**src/rtl/mm3_pkg.sv**
```systemverilog
// Shared types and constants for the MurmurHash3 x86_32 streaming hash engine.
// Used by mm3_ctrl, mm3_datapath and murmur3_x86_32_hash; no dependencies.
`default_nettype none

package mm3_pkg;

    // Mixing constants of the block and finalizer rules
    localparam logic [31:0] C1 = 32'hcc9e2d51;
    localparam logic [31:0] C2 = 32'h1b873593;
    localparam logic [31:0] N  = 32'he6546b64;
    localparam logic [31:0] F1 = 32'h85ebca6b;
    localparam logic [31:0] F2 = 32'hc2b2ae35;

    // Byte counts of a word
    localparam logic [2:0] CNT_ONE   = 3'd1;
    localparam logic [2:0] CNT_TWO   = 3'd2;
    localparam logic [2:0] CNT_THREE = 3'd3;

    // Controller states
    typedef enum logic [2:0] {
        ST_IDLE,
        ST_MUL2,
        ST_MIX,
        ST_FIN1,
        ST_FIN2,
        ST_FIN3
    } t_state;

    // Commands from controller to datapath
    typedef struct packed {
        logic load;
        logic mul2;
        logic mix;
        logic fin1;
        logic fin2;
        logic out_load;
    } t_cmd;

    // Status from datapath to controller
    typedef struct packed {
        logic last;
        logic out_free;
    } t_status;

endpackage

`default_nettype wire

```
**src/rtl/mm3_datapath.sv**
```systemverilog
// Datapath of the MurmurHash3 engine: key-word scramble, hash update, finalizer
// and the output register. Depends on mm3_pkg for constants and command types.
`default_nettype none

module mm3_datapath (
    input  wire logic            i_clk,
    input  wire logic            i_rst_n,
    input  wire mm3_pkg::t_cmd   i_cmd,
    output mm3_pkg::t_status     o_status,
    input  wire logic [31:0]     i_block_word,
    input  wire logic [2:0]      i_byte_count,
    input  wire logic            i_first_item,
    input  wire logic            i_last_item,
    input  wire logic [30:0]     i_key_length,
    output logic                 o_valid,
    input  wire logic            i_ready,
    output logic [31:0]          o_hash_value
);

    logic [31:0] r_hash;
    logic [30:0] r_len;
    logic [31:0] r_k;
    logic [31:0] r_f;
    logic        r_full;
    logic        r_last;
    logic [31:0] r_out;
    logic        r_out_valid;

    logic [31:0] n_masked;
    logic [31:0] n_k1;
    logic [31:0] n_rot15;
    logic [31:0] n_k2;
    logic [31:0] n_hx;
    logic [31:0] n_rot13;
    logic [31:0] n_hash;
    logic [31:0] n_f0;
    logic [31:0] n_fseed;
    logic [31:0] n_f1;
    logic [31:0] n_fx13;
    logic [31:0] n_f2;
    logic [31:0] n_out;

    // Keep only the valid bytes; counts above four act as a full word
    always_comb begin
        unique case (i_byte_count)
            3'd0:                n_masked = 32'd0;
            mm3_pkg::CNT_ONE:    n_masked = {24'd0, i_block_word[7:0]};
            mm3_pkg::CNT_TWO:    n_masked = {16'd0, i_block_word[15:0]};
            mm3_pkg::CNT_THREE:  n_masked = {8'd0, i_block_word[23:0]};
            default:             n_masked = i_block_word;
        endcase
    end

    // First multiply straight off the input port
    assign n_k1    = n_masked * mm3_pkg::C1;
    // rotl 15, then second multiply
    assign n_rot15 = {r_k[16:0], r_k[31:17]};
    assign n_k2    = n_rot15 * mm3_pkg::C2;

    // Hash update: xor in, and for a full block rotl 13 and h*5 + n
    assign n_hx    = r_hash ^ r_k;
    assign n_rot13 = {n_hx[18:0], n_hx[31:19]};
    assign n_hash  = r_full ? (n_rot13 + {n_rot13[29:0], 2'b00} + mm3_pkg::N) : n_hx;

    // Finalizer steps
    assign n_f0    = n_hash ^ {1'b0, r_len};
    assign n_fseed = n_f0 ^ {16'd0, n_f0[31:16]};
    assign n_f1    = r_f * mm3_pkg::F1;
    assign n_fx13  = r_f ^ {13'd0, r_f[31:13]};
    assign n_f2    = n_fx13 * mm3_pkg::F2;
    assign n_out   = r_f ^ {16'd0, r_f[31:16]};

    // Architectural state: running hash and saved length
    always_ff @(posedge i_clk) begin
        if (!i_rst_n) begin
            r_hash <= 32'd0;
            r_len  <= 31'd0;
        end else begin
            if (i_cmd.load && i_first_item) begin
                r_hash <= {1'b0, i_key_length};
                r_len  <= i_key_length;
            end else if (i_cmd.mix) begin
                r_hash <= n_hash;
            end
        end
    end

    // Working registers, no reset needed
    always_ff @(posedge i_clk) begin
        if (i_cmd.load) begin
            r_k    <= n_k1;
            r_full <= i_byte_count[2];
            r_last <= i_last_item;
        end else if (i_cmd.mul2) begin
            r_k <= n_k2;
        end
        if (i_cmd.mix) begin
            r_f <= n_fseed;
        end else if (i_cmd.fin1) begin
            r_f <= n_f1;
        end else if (i_cmd.fin2) begin
            r_f <= n_f2;
        end
        if (i_cmd.out_load) begin
            r_out <= n_out;
        end
    end

    // Output request flag
    always_ff @(posedge i_clk) begin
        if (!i_rst_n) begin
            r_out_valid <= 1'b0;
        end else if (i_cmd.out_load) begin
            r_out_valid <= 1'b1;
        end else if (i_ready) begin
            r_out_valid <= 1'b0;
        end
    end

    assign o_status.last     = r_last;
    assign o_status.out_free = !r_out_valid || i_ready;
    assign o_valid           = r_out_valid;
    assign o_hash_value      = r_out;

endmodule

`default_nettype wire

```
**src/rtl/mm3_ctrl.sv**
```systemverilog
// Controller state machine of the MurmurHash3 engine: sequences load, mix and
// finalize commands for mm3_datapath. Depends on mm3_pkg for state and command types.
`default_nettype none

module mm3_ctrl (
    input  wire logic               i_clk,
    input  wire logic               i_rst_n,
    input  wire logic               i_valid,
    output logic                    o_ready,
    input  wire mm3_pkg::t_status   i_status,
    output mm3_pkg::t_cmd           o_cmd
);

    mm3_pkg::t_state r_state;
    mm3_pkg::t_state n_state;

    // State register
    always_ff @(posedge i_clk) begin
        if (!i_rst_n) begin
            r_state <= mm3_pkg::ST_IDLE;
        end else begin
            r_state <= n_state;
        end
    end

    // Next state
    always_comb begin
        n_state = r_state;
        unique case (r_state)
            mm3_pkg::ST_IDLE: begin
                if (i_valid) n_state = mm3_pkg::ST_MUL2;
            end
            mm3_pkg::ST_MUL2: n_state = mm3_pkg::ST_MIX;
            mm3_pkg::ST_MIX: begin
                n_state = i_status.last ? mm3_pkg::ST_FIN1 : mm3_pkg::ST_IDLE;
            end
            mm3_pkg::ST_FIN1: n_state = mm3_pkg::ST_FIN2;
            mm3_pkg::ST_FIN2: n_state = mm3_pkg::ST_FIN3;
            mm3_pkg::ST_FIN3: begin
                if (i_status.out_free) n_state = mm3_pkg::ST_IDLE;
            end
            default: n_state = mm3_pkg::ST_IDLE;
        endcase
    end

    // Command outputs
    always_comb begin
        o_cmd   = '0;
        o_ready = 1'b0;
        unique case (r_state)
            mm3_pkg::ST_IDLE: begin
                o_ready    = 1'b1;
                o_cmd.load = i_valid;
            end
            mm3_pkg::ST_MUL2: o_cmd.mul2 = 1'b1;
            mm3_pkg::ST_MIX:  o_cmd.mix  = 1'b1;
            mm3_pkg::ST_FIN1: o_cmd.fin1 = 1'b1;
            mm3_pkg::ST_FIN2: o_cmd.fin2 = 1'b1;
            mm3_pkg::ST_FIN3: o_cmd.out_load = i_status.out_free;
            default: o_cmd = '0;
        endcase
    end

endmodule

`default_nettype wire

```
**src/rtl/murmur3_x86_32_hash.sv**
```systemverilog
// MurmurHash3 x86_32 streaming hash engine, top level.
// Instantiates mm3_ctrl and mm3_datapath; depends on mm3_pkg.
//
// Usage:
//   Input channel (i_valid / o_ready) takes one key word per request with its
//   byte count, first/last marks and, on the first word, the key length.
//   Output channel (o_valid / i_ready) gives one hash per key, on the request
//   that carried the last mark.
// Pacing: a word passes through accept, second scramble multiply and hash
//   update before the next is taken; the chain of two dependent constant
//   multiplies sets this. The hash reaches the output register after the last
//   word's hash update and the finalizer steps FIN1, FIN2 and FIN3, and no
//   next word is taken until FIN3 has loaded the output register.
// Stall: the output register holds the hash until taken; the engine keeps
//   accepting non-last words meanwhile, and a following last word waits in
//   its final step until the register is free.
// Reset: synchronous, active low; clears controller state, running hash, saved
//   length and the output request.
`default_nettype none

module murmur3_x86_32_hash (
    input  wire logic        i_clk,
    input  wire logic        i_rst_n,
    input  wire logic        i_valid,
    output logic             o_ready,
    input  wire logic [31:0] i_block_word,
    input  wire logic [2:0]  i_byte_count,
    input  wire logic        i_first_item,
    input  wire logic        i_last_item,
    input  wire logic [30:0] i_key_length,
    output logic             o_valid,
    input  wire logic        i_ready,
    output logic [31:0]      o_hash_value
);

    mm3_pkg::t_cmd    cmd;
    mm3_pkg::t_status status;

    mm3_ctrl u_ctrl (
        .i_clk    (i_clk),
        .i_rst_n  (i_rst_n),
        .i_valid  (i_valid),
        .o_ready  (o_ready),
        .i_status (status),
        .o_cmd    (cmd)
    );

    mm3_datapath u_datapath (
        .i_clk        (i_clk),
        .i_rst_n      (i_rst_n),
        .i_cmd        (cmd),
        .o_status     (status),
        .i_block_word (i_block_word),
        .i_byte_count (i_byte_count),
        .i_first_item (i_first_item),
        .i_last_item  (i_last_item),
        .i_key_length (i_key_length),
        .o_valid      (o_valid),
        .i_ready      (i_ready),
        .o_hash_value (o_hash_value)
    );

`ifndef NO_ASSERTIONS
    // One word at a time: ready drops right after a request is taken
    a_one_at_a_time: assert property (@(posedge i_clk) disable iff (!i_rst_n)
        (i_valid && o_ready) |=> !o_ready)
        else $error("input accepted while a word is in flight");

    // A load command only ever comes with an accepted request
    a_load_on_accept: assert property (@(posedge i_clk) disable iff (!i_rst_n)
        cmd.load |-> (i_valid && o_ready))
        else $error("datapath loaded without an accepted request");

    // The output register is never overwritten while a hash waits
    a_no_overwrite: assert property (@(posedge i_clk) disable iff (!i_rst_n)
        cmd.out_load |-> (!o_valid || i_ready))
        else $error("pending hash overwritten");
`endif

endmodule

`default_nettype wire

```
**config.mk**
```make
export PLATFORM = sky130hd
export DESIGN_NAME = murmur3_x86_32_hash
export DESIGN_NICKNAME = d
export VERILOG_FILES = /design/src/rtl/mm3_pkg.sv /design/src/rtl/mm3_datapath.sv /design/src/rtl/mm3_ctrl.sv /design/src/rtl/murmur3_x86_32_hash.sv
export SDC_FILE = /design/constraint.sdc
export NUM_CORES = 2
export LEC_CHECK = 0
export ABC_CLOCK_PERIOD_IN_PS = 12000
export BUFFER_PORTS_ARGS = -buffer_cell sky130_fd_sc_hd__buf_2
export CAP_MARGIN = 20
export CELL_PAD_IN_SITES_DETAIL_PLACEMENT = 0
export CELL_PAD_IN_SITES_GLOBAL_PLACEMENT = 1
export CORE_UTILIZATION = 57
export CTS_CLUSTER_DIAMETER = 60
export DETAILED_ROUTE_END_ITERATION = 16
export PLACE_DENSITY = 0.88
export SLEW_MARGIN = 20
export SYNTH_ARGS = -nofsm -noshare
export SYNTH_HDL_FRONTEND = slang
export SYNTH_SLANG_ARGS = --single-unit
```
**constraint.sdc**
```tcl
create_clock -name i_clk -period 12 [get_ports i_clk]
set_input_delay 1.2 -clock i_clk [delete_from_list [all_inputs] [get_ports i_clk]]
set_output_delay 1.2 -clock i_clk [all_outputs]
set_load 0.1 [all_outputs]
```
Yosys cells after proc, flatten, opt, wreduce, memory -nomap -nowiden
Cells that the tools add are included.
{ "totals": {"in_bits": 72, "elab_cells": 65, "output_inout_bits": 34, "regBits": 165} }
{ "classes": {"n_bitwise": 6, "mux": 22, "reduce_logical": 11, "n_eq_ne": 10, "mul": 4, "n_addsub": 2} }
{ "ops": {"columns": ["op", "n"], "rows": [
  ["32-bit 2-to-1 mux", 6],
  ["32-bit one-hot mux with 4 select lines", 1],
  ["32-bit by 31-bit multiplier with 32-bit output, second input constant", 2],
  ["32-bit by 16-bit bitwise XOR with 32-bit output", 2],
  ["31-bit 2-to-1 mux", 2],
  ["32-bit adder", 1],
  ["32-bit adder, second input constant", 1],
  ["32-bit by 29-bit multiplier with 32-bit output, second input constant", 1],
  ["32-bit by 32-bit multiplier with 32-bit output, second input constant", 1],
  ["32-bit by 19-bit bitwise XOR with 32-bit output", 1],
  ["32-bit by 31-bit bitwise XOR with 32-bit output", 1],
  ["32-bit bitwise XOR", 1],
  ["3-bit one-hot mux with 6 select lines", 1],
  ["3-bit by 2-bit equality test with 1-bit output, second input constant", 4],
  ["1-bit 2-to-1 mux", 9],
  ["3-bit by 1-bit equality test with 1-bit output, second input constant", 2],
  ["3-bit equality test, second input constant", 2],
  ["3-bit zero test", 2],
  ["3-bit 2-to-1 mux", 2],
  ["2-bit nonzero test", 3],
  ["3-bit nonzero test", 1],
  ["2-bit 2-to-1 mux", 1],
  ["2-bit by 1-bit inequality test with 1-bit output, second input constant", 1],
  ["2-bit inequality test, second input constant", 1],
  ["other kinds (6)", 6]
]} }

Logic depth before layout (Yosys ltp)
{ "logic_depth": {"word_depth": 7, "ltp_mapped": 28, "mapped_depth_nobuf": 27} }

By module
From an unflattened synthesis, not the netlist that was laid out.
{ "hier_totals": {"cells_unflattened": 4524, "area_unflattened_um2": 43643.1} }
{ "by_module_without_submodules": {"columns": ["module", "seq_area_each_um2", "n_inst", "area_per_inst_um2", "cells_each"], "rows": [
  ["mm3_datapath", 4224.1, 1, 43474.2, 4504],
  ["mm3_ctrl", 60.1, 1, 168.9, 20]
]} }

Worst setup path before layout
OpenSTA, ideal clock, no wires.
{ "synth_path": {"kind": "input port to flip-flop", "startpoint": "input i_byte_count[1]", "endpoint": "register u_datapath.r_k[29] (data pin)", "setup_time_ps": 270, "t_arrival_ps": 7666, "cell_stages": 25, "path_slack_ps": 4063, "path_buffers": 1, "required_time_ps": 11730, "path_cell_list": "or3_1 -> clkbuf_1 -> and2_1 -> ha_1 -> xor2_1 -> ha_1 -> a31o_2 -> fa_1 -> fa_1 -> fa_1 -> inv_1 -> fa_1 -> inv_1 -> fa_1 -> ha_1 -> ha_1 -> a21o_1 -> o21bai_1 -> o211ai_1 -> o221ai_1 -> and4_1 -> o31a_1 -> or3_1 -> a21oi_1 -> a21oi_1"} }
{ "synth_via": {"elab_chain_cells": 4, "word_cells_on_any_way": 7, "classes_between": "mul (1); eq/ne (3); mux (2); reduce/logical (1)"} }
{ "synth_rtl": {"columns": ["element", "line", "source"], "rows": [
  ["from (decl)", "murmur3_x86_32_hash.sv:27", "input wire logic [2:0] i_byte_count,"],
  ["3-bit by 2-bit equality test with 1-bit output (tied with other cells)", "mm3_datapath.sv:45", "unique case (i_byte_count)"],
  ["32-bit one-hot mux with 4 select lines (*)", "mm3_datapath.sv:45", null],
  ["32-bit by 31-bit multiplier with 32-bit output (*)", "mm3_datapath.sv:55", "assign n_k1 = n_masked * mm3_pkg::C1;"],
  ["32-bit 2-to-1 mux (*)", "mm3_datapath.sv:90", "if (i_cmd.load) begin"],
  ["to (signal assigned)", "mm3_datapath.sv:91", "r_k <= n_k1;"],
  ["to (signal assigned)", "mm3_datapath.sv:95", "r_k <= n_k2;"],
  ["to (decl)", "mm3_datapath.sv:22", "logic [31:0] r_k;"]
]} }
Every way passes the cells marked *; elsewhere a longest branch is shown, timed or not.
A chain may end at the register's enable or synchronous reset.

Worst setup path after layout
{ "layout_path": {"startpoint": "input i_byte_count[2]", "endpoint": "register u_datapath.r_k[29] (data pin)"} }
The elaborated chain is that of the path after synthesis.

==> impl_summary.log <==
[metrics] DRC violation count after routing: 0
[metrics] delay of the slowest critical-path stage: 0.57 ns
[metrics] startpoint kind of the worst setup timing path: input pin
[metrics] number of nets in the synthesized netlist: roughly 6100
[metrics] placer's final routability congestion estimate: just under 1
[metrics] most prevalent standard cell on the critical path: sky130_fd_sc_hd__fa_1
[metrics] worst setup skew after layout: ~0.025 ns
[metrics] net total in the final layout: 6175
[metrics] number of setup violations in the final report: 0
[metrics] hold-fix buffers at CTS: 0
[metrics] crit path max fanout: 13
[metrics] FF-to-FF Start: u_datapath.r_f[19]
[metrics] total wire length after detailed routing: about 120000 um
[metrics] met2 Track Usage GR: 0.550
[metrics] area added between synthesis and finish: 5.45%
[metrics] width of the chip: between 200 and 300 um
[metrics] wire length of the first global-routing pass: between 150000 and 200000 um
[metrics] TritonCTS clock tree: yes
[metrics] Fin. Hold Viols: 0
[metrics] residual overflow from global routing: 0
[metrics] number of flops mapped to enable cells by yosys: 98
[metrics] f_max: about 120 MHz
[metrics] fraction of synthesis flops using an asynchronous set or reset pin: 0
[metrics] leading cell types by total area after synthesis: sky130_fd_sc_hd__fa_1 (34%), sky130_fd_sc_hd__ha_1 (23%), sky130_fd_sc_hd__inv_1 (11%)
[metrics] number of instances on the worst hold path: 2
[metrics] fraction of final layout cells sized beyond drive strength 1: 0.0453
[metrics] category of the most critical setup path: input pin to flop
[metrics] clock edge transition at the registers on the reported setup and hold paths: approximately 0.090 ns
[metrics] sum of net half-perimeters after detailed placement: about 100000 um
[metrics] 1st-iter DRT viols: about 2000
[metrics] Pins Over Slew Limit: 0
[metrics] average wire length per cell after detail routing: around 22 um
[metrics] total number of cells along the worst setup path: 25
[metrics] Critical Path Source: i_byte_count[2]
[metrics] RSZ-0062 raised after global routing: false
[metrics] proportion of synthesized chip area in sequential cells: 0.0992
[metrics] die height: ~280 um
[metrics] number of input and output port buffers inserted: roughly 110
[metrics] Final Cycle Share: 0.697
[metrics] post-DR vias/cell: 5.40
[metrics] filler instances: between 6000 and 7000
[metrics] leading cell type in the layout, fill and taps excluded: sky130_fd_sc_hd__inv_1
[metrics] via count: between 30000 and 40000
[metrics] number of distinct library cells after synthesis: a little under 80
[metrics] antenna violations before repair: 4
[metrics] # H-tree levels: 4
[metrics] data arrival at the endpoint of the critical path: 8.58 ns
[metrics] top-level I/O count: approximately 110
[metrics] slowest stage cell, crit path: sky130_fd_sc_hd__fa_1
[metrics] Seq. cell area: approximately 4300 um2
[metrics] hold crit path type: flop to flop
[metrics] commonest non-fill, non-tap cells in the layout: sky130_fd_sc_hd__inv_1 (1290), sky130_fd_sc_hd__ha_1 (802), sky130_fd_sc_hd__fa_1 (724)
[metrics] global routing usage on met3: 0.0477
[metrics] Yosys warning count: 0
[metrics] die outline area: slightly below 80000 um2
[metrics] post-synth top area cell: sky130_fd_sc_hd__fa_1
[metrics] Setup TNS Final: 0 ns
[metrics] FF+latch count, synth: 165
[metrics] footprint of the multi-input gates: around 34000 um2
[metrics] via count of the first global-routing pass: roughly 33000
[metrics] number of clock buffers inserted by TritonCTS: 17
[metrics] total number of placement rows: 100
[metrics] Most Used Layer, Global Route: met2
[metrics] measured slew at the worst slew-check pin: approximately 1.1 ns
[metrics] result of the run: finished, final reports clean
[metrics] GR met1 Demand/Resource: 0.431
[metrics] top cell type's share of synthesized area: 0.336
[metrics] post-route minimum period: 8.36 ns
[metrics] clock root buffer: sky130_fd_sc_hd__clkbuf_16
[metrics] CTS sink cnt: between 150 and 200
[metrics] Routed Antenna Nets: 0
[metrics] capturing element type of the critical path: flop
[metrics] CP Data Required Time: 12.22 ns
[metrics] Bufs on Longest Clock Path: 2
[metrics] Relative slew margins: 0.295
[metrics] cells on worst reg2reg path: 24
[metrics] commonest register cell after synthesis: sky130_fd_sc_hd__edfxtp_1
[metrics] max-cap viol count: 0
[metrics] 1st-pass router iterations: 5
[metrics] Cell Area, Synth: about 43000 um2
[metrics] number of buffer and inverter stages on the critical path: 3
[metrics] family with the most delay on the worst path: adder cells
[metrics] area of the core: between 70000 and 80000 um2
[metrics] mean instance size in the synthesized netlist: 9.63 um2
[metrics] post-cts resize count: 0
[metrics] launch instance of the worst min-delay path: u_datapath.r_len[29]
[metrics] maximum number of pins on one net before global-route repair: 60
[metrics] Tot GR Track Use: 0.329
[metrics] starting density of the core: 0.578
[metrics] post-synthesis cell count: 4486
[metrics] Setup Fix Bufs, Post-CTS: 0
[metrics] clock latency on the worst-skew pair: 0.47 ns
==> sequential cells by signal, indices dropped and copies added, names as in the netlist <==
signal / cells
u_datapath.o_valid: 1
u_datapath.r_f: 32
u_datapath.r_hash: 32
u_datapath.r_k: 32
u_datapath.r_len: 31
u_datapath.r_last: 1
u_ctrl.r_state: 3
u_datapath.r_full: 1
u_datapath.o_hash_value: 32
==> cell type report <==
| type | count | share of cell area |
|---|---|---|
| multi-input cells | 2969 | 0.743 |
| clock buffers | 17 | 0.00934 |
| inverters | 1292 | 0.106 |
| diodes | 3 | 0.000165 |
| well taps | 969 | 0.0266 |
| repair buffers | 132 | 0.0160 |
| clock inverters | 15 | 0.00423 |
| flip-flops and latches | 165 | 0.0941 |
==> layer usage <==
layer	routed length [um]	vias up
li1	-	14200
met1	50500	14800
met2	57400	847
met3	6850	204
met4	5370	2
met5	13	-
==> Yosys cell counts (all sizes together) (7+ instances only) <==
| master | count |
|---|---|
| edfxtp | 98 |
| o211ai | 19 |
| a31oi | 38 |
| nor2 | 126 |
| and3 | 23 |
| o21bai | 17 |
| a221oi | 11 |
| o22ai | 8 |
| inv | 1291 |
| a21oi | 172 |
| nand3 | 37 |
| nand2 | 200 |
| a211oi | 27 |
| clkbuf | 57 |
| o21ai | 81 |
| xor2 | 120 |
| a31o | 9 |
| and2 | 28 |
| nor3 | 33 |
| dfxtp | 67 |
| a211o | 7 |
| mux2 | 8 |
| or2 | 8 |
| nand2b | 21 |
| fa | 724 |
| xnor2 | 227 |
| ha | 802 |
| o21a | 33 |
| a21boi | 12 |
| or3 | 16 |
| o31ai | 14 |
| a21o | 66 |
| nor2b | 10 |
==> worst register-to-register path: cells and delay by family (launching register included) <==
| kind | cells | cell delay [ns] |
|---|---|---|
| flip-flops | 1 | 0.70 |
| adder cells (fa/ha/maj) | 9 | 4.17 |
| AO/OA/AOI/OAI | 7 | 1.51 |
| XOR/XNOR | 2 | 0.85 |
| AND/OR/NAND/NOR | 1 | 0.25 |
| buffers and inverters | 5 | 0.49 |
==> kinds of logic (layout without fill, tap and decap cells) <==
family                   after synthesis  count (layout)  synth area share
AO/OA/AOI/OAI                        553             553            0.0843
XOR/XNOR                             349             349            0.0714
adder cells (fa/ha/maj)             1526            1526             0.568
buffers and inverters               1352            1456             0.118
flip-flops                           165             165            0.0992
multiplexers                          13              13           0.00324
other                                  0               3                 0
AND/OR/NAND/NOR                      528             528            0.0564
==> path summary, 6_finish.rpt <==
path / end / slack [ns]
max reg2reg: u_datapath.r_f[31] / 3.74
min: u_datapath.r_len[29] / 0.47
max: u_datapath.r_k[29] / 3.64
min reg2reg: u_datapath.r_len[29] / 0.47
==> stage by stage <==
step	cells	worst slack (ns)	util	hold slack, ns	area, um2
after global routing	5560	3.24	0.610	0.485	45500
after global placement	5527	3.25	0.601	0.454	44900
after CTS	5559	3.67	0.610	0.471	45500
final	5562	3.64	0.610	0.469	45500
after detailed placement	5527	3.17	0.601	0.461	44900
after floorplan	4486	4.06	-	0.448	43200
Power is not shown: default switching activity piles up to over one toggle a cycle in this logic, so the estimate is an artifact.
